[src/hdl/pal_pkg.sv]
// Package for the positional array list: sizes, operation and status codes,
// and the sequencer state type. No dependencies.
`timescale 1ns / 1ps

package pal_pkg;

  localparam int DEPTH  = 16;
  localparam int AW     = $clog2(DEPTH);
  localparam int CNT_W  = 5;
  localparam int POS_W  = 5;
  localparam int DATA_W = 32;

  typedef enum logic [1:0] {
    MODE_INSERT = 2'd0,
    MODE_DELETE = 2'd1,
    MODE_READ   = 2'd2,
    MODE_CLEAR  = 2'd3
  } mode_e;

  typedef enum logic [1:0] {
    STAT_OK     = 2'd0,
    STAT_FULL   = 2'd1,
    STAT_BADPOS = 2'd2,
    STAT_EMPTY  = 2'd3
  } status_e;

  typedef enum logic [3:0] {
    S_IDLE,
    S_INS_RD,
    S_INS_WR,
    S_INS_PUT,
    S_FETCH_RD,
    S_FETCH_DATA,
    S_DEL_RD,
    S_DEL_WR,
    S_RESP
  } state_e;

endpackage

[src/hdl/pal_req_if.sv]
// Request channel interface for the positional array list.
// Depends on pal_pkg for field widths.
`timescale 1ns / 1ps

interface pal_req_if;
  logic                             valid;
  logic                             ready;
  logic [1:0]                       mode;
  logic [pal_pkg::POS_W-1:0]        position;
  logic signed [pal_pkg::DATA_W-1:0] value;

  modport source (output valid, output mode, output position, output value, input ready);
  modport sink   (input valid, input mode, input position, input value, output ready);
endinterface

[src/hdl/pal_rsp_if.sv]
// Response channel interface for the positional array list.
// Depends on pal_pkg for field widths.
`timescale 1ns / 1ps

interface pal_rsp_if;
  logic                              valid;
  logic                              ready;
  logic [1:0]                        status;
  logic signed [pal_pkg::DATA_W-1:0] data_out;
  logic [pal_pkg::CNT_W-1:0]         length;

  modport source (output valid, output status, output data_out, output length, input ready);
  modport sink   (input valid, input status, input data_out, input length, output ready);
endinterface

[src/hdl/positional_array_list.sv]
// Top level of the positional array list: request checks, shift sequencer and
// response register. Depends on pal_pkg, pal_req_if, pal_rsp_if and pal_ram.
`timescale 1ns / 1ps
//
//  Channel | Direction | Fields                     | Handshake
//  --------+-----------+----------------------------+-----------
//  req_i   | in        | mode, position, value      | valid/ready
//  rsp_o   | out       | status, data_out, length   | valid/ready
//
// Every request gives exactly one response. A failed request or a clear goes
// straight on to the response, and a read first fetches the entry. An insert
// at position p first moves each entry from p onwards up by one place, and a
// delete moves each entry after p down by one place. Each move is a read of
// the entry RAM in one state and a write of that entry in the next state.
// Reset clears the length and the sequencer; the entry words need no clearing.
// Request ready is high only while the sequencer is idle, and a stalled
// response holds in its register until it is taken.

module positional_array_list (
  input  logic          clk_i,
  input  logic          rst_ni,
  pal_req_if.sink       req_i,
  pal_rsp_if.source     rsp_o
);

  localparam int AW    = pal_pkg::AW;
  localparam int CNT_W = pal_pkg::CNT_W;

  // Sequencer state and the length of the list are the only control state.
  pal_pkg::state_e  state_q, state_d;
  logic [CNT_W-1:0] count_q, count_d;

  // Latched request and the response being built.
  pal_pkg::mode_e                    mode_q, mode_d;
  logic [pal_pkg::POS_W-1:0]         pos_q, pos_d;
  logic [pal_pkg::DATA_W-1:0]        val_q, val_d;
  pal_pkg::status_e                  status_q, status_d;
  logic [pal_pkg::DATA_W-1:0]        dout_q, dout_d;

  // Shift index, stepped by the shared increment/decrement unit.
  logic [CNT_W-1:0] idx_q, idx_d;

  // Entry RAM port signals.
  logic                       ram_we;
  logic [AW-1:0]              ram_waddr;
  logic [pal_pkg::DATA_W-1:0] ram_wdata;
  logic [AW-1:0]              ram_raddr;
  logic [pal_pkg::DATA_W-1:0] ram_rdata;

  logic             accept;
  pal_pkg::mode_e   req_mode;
  pal_pkg::status_e chk_status;
  logic [CNT_W-1:0] count_inc;
  logic [CNT_W-1:0] pos_m1;
  logic             step_down;
  logic [CNT_W-1:0] idx_step;
  logic             ins_more;
  logic             del_more;

  assign req_mode = pal_pkg::mode_e'(req_i.mode);
  assign accept   = req_i.valid && req_i.ready;

  assign req_i.ready    = (state_q == pal_pkg::S_IDLE);
  assign rsp_o.valid    = (state_q == pal_pkg::S_RESP);
  assign rsp_o.status   = status_q;
  assign rsp_o.data_out = dout_q;
  assign rsp_o.length   = count_q;

  assign count_inc = count_q + CNT_W'(1);
  assign pos_m1    = pos_q - CNT_W'(1);

  // Request check. A full list is tested before the insert position, and an
  // empty list before the delete or read position.
  always_comb begin
    chk_status = pal_pkg::STAT_OK;
    case (req_mode)
      pal_pkg::MODE_INSERT: begin
        if (count_q >= CNT_W'(pal_pkg::DEPTH)) begin
          chk_status = pal_pkg::STAT_FULL;
        end else if (req_i.position == '0 || req_i.position > count_inc) begin
          chk_status = pal_pkg::STAT_BADPOS;
        end
      end
      pal_pkg::MODE_DELETE, pal_pkg::MODE_READ: begin
        if (count_q == '0) begin
          chk_status = pal_pkg::STAT_EMPTY;
        end else if (req_i.position == '0 || req_i.position > count_q) begin
          chk_status = pal_pkg::STAT_BADPOS;
        end
      end
      default: chk_status = pal_pkg::STAT_OK;
    endcase
  end

  // The shared index unit: one 5-bit adder that steps down while an insert
  // opens a gap and steps up while a delete closes one.
  assign step_down = (state_q == pal_pkg::S_INS_RD) || (state_q == pal_pkg::S_INS_WR);
  assign idx_step  = idx_q + (step_down ? {CNT_W{1'b1}} : CNT_W'(1));

  // An insert keeps moving entries up while the index has not reached the
  // target position; a delete keeps moving entries down while a later entry
  // is left.
  assign ins_more = (idx_q >= pos_q);
  assign del_more = (idx_step < count_q);

  // Next state.
  always_comb begin
    state_d = state_q;
    case (state_q)
      pal_pkg::S_IDLE: begin
        if (accept) begin
          if (chk_status != pal_pkg::STAT_OK) begin
            state_d = pal_pkg::S_RESP;
          end else begin
            case (req_mode)
              pal_pkg::MODE_INSERT: state_d = pal_pkg::S_INS_RD;
              pal_pkg::MODE_DELETE,
              pal_pkg::MODE_READ:   state_d = pal_pkg::S_FETCH_RD;
              default:              state_d = pal_pkg::S_RESP;
            endcase
          end
        end
      end
      pal_pkg::S_INS_RD:     state_d = ins_more ? pal_pkg::S_INS_WR : pal_pkg::S_INS_PUT;
      pal_pkg::S_INS_WR:     state_d = pal_pkg::S_INS_RD;
      pal_pkg::S_INS_PUT:    state_d = pal_pkg::S_RESP;
      pal_pkg::S_FETCH_RD:   state_d = pal_pkg::S_FETCH_DATA;
      pal_pkg::S_FETCH_DATA: begin
        state_d = (mode_q == pal_pkg::MODE_DELETE) ? pal_pkg::S_DEL_RD : pal_pkg::S_RESP;
      end
      pal_pkg::S_DEL_RD:     state_d = del_more ? pal_pkg::S_DEL_WR : pal_pkg::S_RESP;
      pal_pkg::S_DEL_WR:     state_d = pal_pkg::S_DEL_RD;
      pal_pkg::S_RESP: begin
        if (rsp_o.ready) begin
          state_d = pal_pkg::S_IDLE;
        end
      end
      default: state_d = pal_pkg::S_IDLE;
    endcase
  end

  // Datapath and RAM controls for each state.
  always_comb begin
    count_d   = count_q;
    mode_d    = mode_q;
    pos_d     = pos_q;
    val_d     = val_q;
    status_d  = status_q;
    dout_d    = dout_q;
    idx_d     = idx_q;
    ram_we    = 1'b0;
    ram_waddr = idx_q[AW-1:0];
    ram_wdata = ram_rdata;
    ram_raddr = idx_step[AW-1:0];
    case (state_q)
      pal_pkg::S_IDLE: begin
        if (accept) begin
          mode_d   = req_mode;
          pos_d    = req_i.position;
          val_d    = req_i.value;
          status_d = chk_status;
          dout_d   = '0;
          idx_d    = count_q;
          if (chk_status == pal_pkg::STAT_OK && req_mode == pal_pkg::MODE_CLEAR) begin
            count_d = '0;
          end
        end
      end
      pal_pkg::S_INS_RD: begin
        // Fetch the entry just below the index.
        ram_raddr = idx_step[AW-1:0];
      end
      pal_pkg::S_INS_WR: begin
        ram_we    = 1'b1;
        ram_waddr = idx_q[AW-1:0];
        ram_wdata = ram_rdata;
        idx_d     = idx_step;
      end
      pal_pkg::S_INS_PUT: begin
        ram_we    = 1'b1;
        ram_waddr = pos_m1[AW-1:0];
        ram_wdata = val_q;
        count_d   = count_inc;
      end
      pal_pkg::S_FETCH_RD: begin
        ram_raddr = pos_m1[AW-1:0];
      end
      pal_pkg::S_FETCH_DATA: begin
        dout_d = ram_rdata;
        idx_d  = pos_m1;
      end
      pal_pkg::S_DEL_RD: begin
        // Fetch the entry just above the index, or finish the delete.
        ram_raddr = idx_step[AW-1:0];
        if (!del_more) begin
          count_d = count_q - CNT_W'(1);
        end
      end
      pal_pkg::S_DEL_WR: begin
        ram_we    = 1'b1;
        ram_waddr = idx_q[AW-1:0];
        ram_wdata = ram_rdata;
        idx_d     = idx_step;
      end
      default: begin
      end
    endcase
  end

  always_ff @(posedge clk_i or negedge rst_ni) begin
    if (!rst_ni) begin
      state_q <= pal_pkg::S_IDLE;
      count_q <= '0;
    end else begin
      state_q <= state_d;
      count_q <= count_d;
    end
  end

  always_ff @(posedge clk_i) begin
    mode_q   <= mode_d;
    pos_q    <= pos_d;
    val_q    <= val_d;
    status_q <= status_d;
    dout_q   <= dout_d;
    idx_q    <= idx_d;
  end

  pal_ram #(
    .WIDTH (pal_pkg::DATA_W),
    .DEPTH (pal_pkg::DEPTH)
  ) u_entries (
    .clk_i   (clk_i),
    .we_i    (ram_we),
    .waddr_i (ram_waddr),
    .wdata_i (ram_wdata),
    .raddr_i (ram_raddr),
    .rdata_o (ram_rdata)
  );

endmodule

[src/hdl/pal_ram.sv]
// Generic simple dual-port RAM: one write port, one read port, registered read.
// No dependencies.
`timescale 1ns / 1ps

module pal_ram #(
  parameter int WIDTH = 32,
  parameter int DEPTH = 16
) (
  input  logic                     clk_i,
  input  logic                     we_i,
  input  logic [$clog2(DEPTH)-1:0] waddr_i,
  input  logic [WIDTH-1:0]         wdata_i,
  input  logic [$clog2(DEPTH)-1:0] raddr_i,
  output logic [WIDTH-1:0]         rdata_o
);

  logic [WIDTH-1:0] mem [DEPTH];
  logic [WIDTH-1:0] rdata_q;

  always_ff @(posedge clk_i) begin
    if (we_i) begin
      mem[waddr_i] <= wdata_i;
    end
    rdata_q <= mem[raddr_i];
  end

  assign rdata_o = rdata_q;

endmodule
[src/flat_wrapper.sv]
// flat-port wrapper written by rule: the top's interface ports become plain ports
module positional_array_list_flat 
  (clk_i, rst_ni, req_i_valid, req_i_mode, req_i_position, req_i_value, req_i_ready, rsp_o_valid, rsp_o_status, rsp_o_data_out, rsp_o_length, rsp_o_ready);
  pal_req_if req_i_i ();
  pal_rsp_if rsp_o_i ();
  input  logic clk_i;
  input  logic rst_ni;
  input wire logic [$bits(req_i_i.valid)-1:0] req_i_valid;
  input wire logic [$bits(req_i_i.mode)-1:0] req_i_mode;
  input wire logic [$bits(req_i_i.position)-1:0] req_i_position;
  input wire logic [$bits(req_i_i.value)-1:0] req_i_value;
  output wire logic [$bits(req_i_i.ready)-1:0] req_i_ready;
  output wire logic [$bits(rsp_o_i.valid)-1:0] rsp_o_valid;
  output wire logic [$bits(rsp_o_i.status)-1:0] rsp_o_status;
  output wire logic [$bits(rsp_o_i.data_out)-1:0] rsp_o_data_out;
  output wire logic [$bits(rsp_o_i.length)-1:0] rsp_o_length;
  input wire logic [$bits(rsp_o_i.ready)-1:0] rsp_o_ready;
  assign req_i_i.valid = req_i_valid;
  assign req_i_i.mode = req_i_mode;
  assign req_i_i.position = req_i_position;
  assign req_i_i.value = req_i_value;
  assign req_i_ready = req_i_i.ready;
  assign rsp_o_valid = rsp_o_i.valid;
  assign rsp_o_status = rsp_o_i.status;
  assign rsp_o_data_out = rsp_o_i.data_out;
  assign rsp_o_length = rsp_o_i.length;
  assign rsp_o_i.ready = rsp_o_ready;
  positional_array_list u_core (.clk_i(clk_i), .rst_ni(rst_ni), .req_i(req_i_i), .rsp_o(rsp_o_i));
endmodule
[config.mk]
export PLATFORM = sky130hd
export DESIGN_NAME = positional_array_list_flat
export DESIGN_NICKNAME = d
export VERILOG_FILES = /design/src/hdl/pal_pkg.sv /design/src/hdl/pal_req_if.sv /design/src/hdl/pal_rsp_if.sv /design/src/hdl/positional_array_list.sv /design/src/hdl/pal_ram.sv /design/src/flat_wrapper.sv
export SDC_FILE = /design/constraint.sdc
export NUM_CORES = 1
export LEC_CHECK = 0
export BUFFER_PORTS_ARGS = -buffer_cell sky130_fd_sc_hd__buf_2
export CAP_MARGIN = 20
export CORE_MARGIN = 3
export CORE_UTILIZATION = 30
export CTS_CLUSTER_DIAMETER = 120
export DETAILED_ROUTE_END_ITERATION = 16
export MAX_ROUTING_LAYER = met4
export SLEW_MARGIN = 20
export SYNTH_ARGS = -nofsm -noshare
export SYNTH_HDL_FRONTEND = slang
export SYNTH_SLANG_ARGS = --single-unit
[constraint.sdc]
create_clock -name clk_i -period 3.64 [get_ports clk_i]
set_input_delay 0.91 -clock clk_i [delete_from_list [all_inputs] [get_ports clk_i]]
set_output_delay 0.91 -clock clk_i [all_outputs]
set_load 0.02 [all_outputs]
* After elaboration in Yosys (flattened, before gate mapping)
Memory sizes are Yosys's and may differ from the RTL's. A register that Yosys moved wholly into a read port is not among the register bits.
Cells that the tools add are included.
** Word-level totals
- Flip-flop bits (word level) :: 87
- Bits in latches :: 0
- RAM bits :: 512
- ROM bits :: 0
- Word-level logic and storage cells :: 84
- Memories kept :: 1
** Operators by class
- Add/subtract/negate cells :: 4
- $mul :: 0
- Divide/modulo/power cells :: 0
- $lt $le $gt $ge :: 5
- Equality and inequality tests :: 16
- Shift-type cells :: 0
- Muxes and demuxes :: 28
- Bitwise gates (word level) :: 0
- Reduce and logical (&&, ||, !) cells :: 22
** Memory list
- u_core.u_entries.mem :: depth 16, width 32, rd ports 1, clocked after Yosys merged registers in 1, write ports 1, line pal_ram.sv:17 : logic [WIDTH-1:0] mem [DEPTH];
** Operators with widths (count)
- $mux 32 :: 2
- $pmux 32 s2 :: 1
- $pmux 4 s9 :: 1
- $pmux 5 s3 :: 2
- $mux 4 :: 7
- $mux 5 :: 5
- $eq 4x3->1 const B :: 4
- $gt 5x5->1 :: 2
- $logic_not 5->1 :: 2
- $sub 5x1->5 const B :: 2
- $eq 4x2->1 const B :: 2
- $mux 2 :: 4
- $pmux 4 s2 :: 1
- $reduce_and 2->1 :: 4
- $ne 2x2->1 const B :: 3
- $reduce_bool 3->1 :: 2
- $add 5x1->5 const B :: 1
- $add 5x5->5 :: 1
- $ge 5x5->1 :: 1
- $ge 5x5->1 const B :: 1
- $lt 5x5->1 :: 1
- $eq 2x1->1 const B :: 2
- $eq 2x2->1 const B :: 2
- $eq 4x1->1 const B :: 1
- other kinds (12) :: 21

* Depth between registers and ports, before layout
- Depth in word-level cells :: 11
- Mapped depth :: 16

* By module
Synthesis repeated with hierarchy kept, for this count alone.
** Unflattened totals
- Cells, all modules :: 1282
- Area, all modules :: 24532.3 um2
** Modules (own cells, without submodules)
- pal_ram :: instances 1, cells an instance 838, area each 19835.3 um2, sequential area each 16015.4 um2
- positional_array_list :: instances 1, cells an instance 444, area each 4697.0 um2, sequential area each 2567.5 um2

* Worst setup path after synthesis
No wires, ideal clock.
- Path kind :: register to register
- From :: register u_core.state_q[2]
- To :: memory u_core.u_entries.mem[0][0] (enable)
- Arrival time :: 3037 ps
- Required time :: 3219 ps
- Setup slack :: 182 ps
- Stages on the path, launching flop included :: 8
- Period minus slack after synthesis :: 3458 ps
- Path through :: dfrtp_1 -> clkbuf_1 -> nor2_1 -> and3_1 -> clkbuf_1 -> buf_1 -> a32oi_1 -> nor2_1
** Between the ends
- Cells in the longest elaborated chain, start to end :: 5
- Elaborated cells on any way between the ends :: 8
- Classes of those cells :: eq/ne (3); mux (4); reduce/logical (1)
** RTL lines
- start: declaration :: line positional_array_list.sv:30 : pal_pkg::state_e state_q, state_d;
- start signal: assignment :: line positional_array_list.sv:212 : state_q <= pal_pkg::S_IDLE;
- start signal: assignment :: line positional_array_list.sv:215 : state_q <= state_d;
- $eq 4x3->1 / $eq 4x2->1 (equally long branches) :: line positional_array_list.sv:155 : case (state_q)
- $reduce_or 3->1 (no line)
- $mux 1 :: line positional_array_list.sv:155
- $mux 1 :: line pal_ram.sv:21 : if (we_i) begin
- $mux 1 (not written as such) :: line pal_ram.sv:22 : mem[waddr_i] <= wdata_i;
- end: declaration :: line pal_ram.sv:17
Parallel ways exist; a longest one is shown, timed or not.

* Final worst setup path
- From :: register u_core.pos_q[0] (netlist bit)
- To :: memory u_core.u_entries.mem[11][24] (enable)
** Between the ends
- Cells in the longest elaborated chain, start to end :: 2
** RTL lines
- start: declaration :: line positional_array_list.sv:35 : logic [pal_pkg::POS_W-1:0] pos_q, pos_d;
- start signal: assignment :: line positional_array_list.sv:222 : pos_q <= pos_d;
- $sub 5x1->5 :: line positional_array_list.sv:70 : assign pos_m1 = pos_q - CNT_W'(1);
- $mux 4 :: line positional_array_list.sv:155
Every way passes these cells.

==> metrics.txt <==
status=finished clean; Tot GR Track Use=14.8%; sequential share of the synthesized area=74.7%; reg2reg end=u_core.u_entries.mem[11][24]$_DFFE_PP_; Clock Tree Buf Depth=3; EDFF count, synth=~600; worst path arrival time=3.60 ns; startpoint types=flop; Fill cells=7607; r2r setup slk=0.35 ns; post-CTS setup buffer count=0; Num CTS Buffers=59; IO Port Bufs=between 80 and 90; WL final=62.7 mm; Placed Area=27200 µm²; total power=0.0289 W; Final Wtd Congestion=0.828; final instance area=29200 µm²; vias in the first global route=14944; RSZ-0062 raised after global routing=no; Slew Limit Fails=0; post-route setup TNS=0 ns; Fmax=304 MHz; max incr delay on CP=around 0.7 ns; CP max FO=19; R2R Path Start=u_core.pos_q[0]$_DFFE_PP_; Worst-Margin Slew=1.09 ns; Netlist cell types=57; H-Tree Depth=2; Root Buffer Master=clkbuf_16; Synthesis Warnings=0; Area growth, synth to finish=17.2%; syn avg cell area=15.1 µm²; vias per std cell=~5.1; DRC=0; max_slew headroom=27.0%; worst vdd ir=~1200 µV; row cnt=104; prevailing post-synth register cell=edfxtp_1; FF+latch count, synth=about 630; Power Density=990 nW/µm²; CTS tree=done; CP max-delay cell=xnor2_1; Leak=10.1 nW; CORE AREA=81300 µm²; crit-path cells=inv_1 > ha_1 > xnor2_1 > a21o_1 > nand2_1 > nor2_4 > buf_12; Num Clock Sinks=631; Hold Crit Class=input port to async pin; Syn Nets=1725; first-pass GRT wire length=around 95 mm; Clock Latency Late Sink=0.63 ns; initial antenna violation count=1; Post-DRT Antenna Nets=0; Post-Syn Area=24900 µm²; largest net degree at the start of global routing=100; number of max-cap violations=0; Initial Util=a little under a third; Hold-fix buffers, CTS=0; FFs w/ async S/R, synth=1.43%; chip height=294 µm; fraction of layout cells with a size suffix above 1=16.6%; final worst-path cycle share=90.3%; worst path buffer plus inverter count=2; Cell Count Post-Placement=around 2800; fin cells=approximately 2900; chip width=294 µm; Boundary Pins=84; clk slew on worst S/H paths=0.06 ns; critical path required time=3.95 ns; NumNets Final=1831; CP endpoint kind=flop; Final Skew=0.0345 ns; Pre-antenna DRT Iters=5; crit path time final=3.29 ns; Crit Path Class=flop to flop; global route overflow=0; die footprint=86400 µm²; Final Setup Violations=0; Worst R2R Path Depth=7; DR WL/cell=21.8 µm; Crit path max-delay family=simple AND/OR/NAND/NOR gates; Final HPWL DP=roughly 37 mm; Iteration-0 DRC Markers=1536; post-synthesis cell count=1652; Fin. Hold Viols=0; Via Count=14743
area by class of cell:
type                    instances  area, µm²  area share [%]
diodes                          1       2.50         0.00858
multi-input cells             895       6030            20.7
repair buffers                147       1200            4.11
flip-flops and latches        631      18600            63.7
inverters                      24       90.1           0.309
clock inverters                29        320            1.10
well taps                    1060       1330            4.55
clock buffers                  82       1610            5.53
what timing repair did:
action / in CTS / in global routing
setup endpoints to repair: 0 / 5
endpoints found under the hold margin: 0 / 0
resized for setup: 0 / 2
how the worst max path moves through the flow:
| stage | start | end | slack [ns] | cells after the start |
|---|---|---|---|---|
| finish | u_core.pos_q[0]$_DFFE_PP_ | u_core.u_entries.mem[11][24]$_DFFE_PP_ | 0.35 | 7 |
| global route | u_core.state_q[0]$_DFFE_PN0P_ | u_core.rsp_o.length[4]$_DFFE_PN0P_ | 0.11 | 15 |
| CTS | u_core.state_q[0]$_DFFE_PN0P_ | u_core.rsp_o.length[2]$_DFFE_PN0P_ | 0.16 | 15 |
| detailed placement | u_core.state_q[0]$_DFFE_PN0P_ | u_core.rsp_o.length[2]$_DFFE_PN0P_ | 0.18 | 15 |
| global placement | u_core.state_q[0]$_DFFE_PN0P_ | u_core.u_entries.rdata_o[18]$_DFF_P_ | 0.20 | 11 |
| floorplan | u_core.state_q[2]$_DFFE_PN0P_ | u_core.u_entries.mem[0][0]$_DFFE_PP_ | 0.18 | 7 |
power breakdown:
part / leakage, nW / internal (W) / switching, W
sequential: 5.76 / 0.00971 / 0.000378
combinational: 3.35 / 0.00445 / 0.00817
clock: 0.944 / 0.00353 / 0.00263
synth_stat cells, drive strengths merged (3+ instances only):
library cell	n	area (µm²)
a211oi	3	22.5
a21o	9	67.6
a21oi	212	1060
a221o	65	651
a221oi	34	298
a31oi	4	25.0
a32oi	5	43.8
and3	34	213
buf	32	156
clkbuf	70	263
dfrtp	9	225
dfxtp	32	641
edfxtp	590	17700
ha	29	363
inv	24	90.1
mux2i	34	344
mux4	33	743
nand2	276	1040
nand2b	4	25.0
nand3	43	215
nor2	38	143
nor2b	5	31.3
nor3	5	25.0
nor4b	3	32.5
o211ai	4	30.0
o21ai	15	75.1
xnor2	10	87.6
worst reg2reg max path, stage by stage, from the launching register on:
cell and delay (ns):
edfxtp_1 0.53, inv_1 0.18, ha_1 0.27, xnor2_1 0.70, a21o_1 0.24, nand2_1 0.23
nor2_4 0.57, buf_12 0.28
cell families (layout without fill, tap and decap cells):
family / Yosys count / count (layout) / share of synthesized area (%)
buffers and inverters: 126 / 282 / 2.05
adders and majority gates: 30 / 30 / 1.54
xor gates and xnor gates: 10 / 10 / 0.352
DFF: 631 / 631 / 74.7
and+or+nand+nor: 418 / 418 / 7.19
AOI/OAI and AO/OA: 368 / 368 / 9.71
other: 0 / 1 / 0
muxes: 69 / 69 / 4.46
placed cells by master, fill, tap and decap left out, drive strengths merged, types with 25 or more instances in the layout:
| cell | Yosys | layout |
|---|---|---|
| a21oi | 212 | 212 |
| a221o | 65 | 65 |
| a221oi | 34 | 34 |
| and3 | 34 | 34 |
| buf | 32 | 147 |
| clkbuf | 70 | 82 |
| dfxtp | 32 | 32 |
| edfxtp | 590 | 590 |
| ha | 29 | 29 |
| inv | 24 | 25 |
| mux2i | 34 | 34 |
| mux4 | 33 | 33 |
| nand2 | 276 | 276 |
| nand3 | 43 | 43 |
| nor2 | 38 | 38 |
state kept, by name, indices dropped and copies added (netlist names):
name / flops
u_core.u_entries.mem: 512
u_core.rsp_o.data_out: 32
u_core.u_entries.rdata_o: 32
u_core.val_q: 32
u_core.idx_q: 5
u_core.pos_q: 5
u_core.rsp_o.length: 5
u_core.state_q: 4
u_core.mode_q: 2
u_core.rsp_o.status: 2
per-layer routing:
layer | GRT usage, % | wire length [µm]
met2 | 23.4 | 29600
met3 | 3.06 | 4350
met5 | - | 0
met1 | 19.3 | 27000
met4 | 4.76 | 1690
through the flow:
step	setup slack, ns	util (%)	hold slack, ns
3_5_place_dp	0.175	33.5	0.552
2_1_floorplan	0.182	-	0.529
5_1_grt	0.107	35.9	0.133
6_report	0.353	35.9	0.151
4_1_cts	0.163	35.8	0.120
3_3_place_gp	0.202	33.4	0.555
Power figures use the tool's default switching activity.
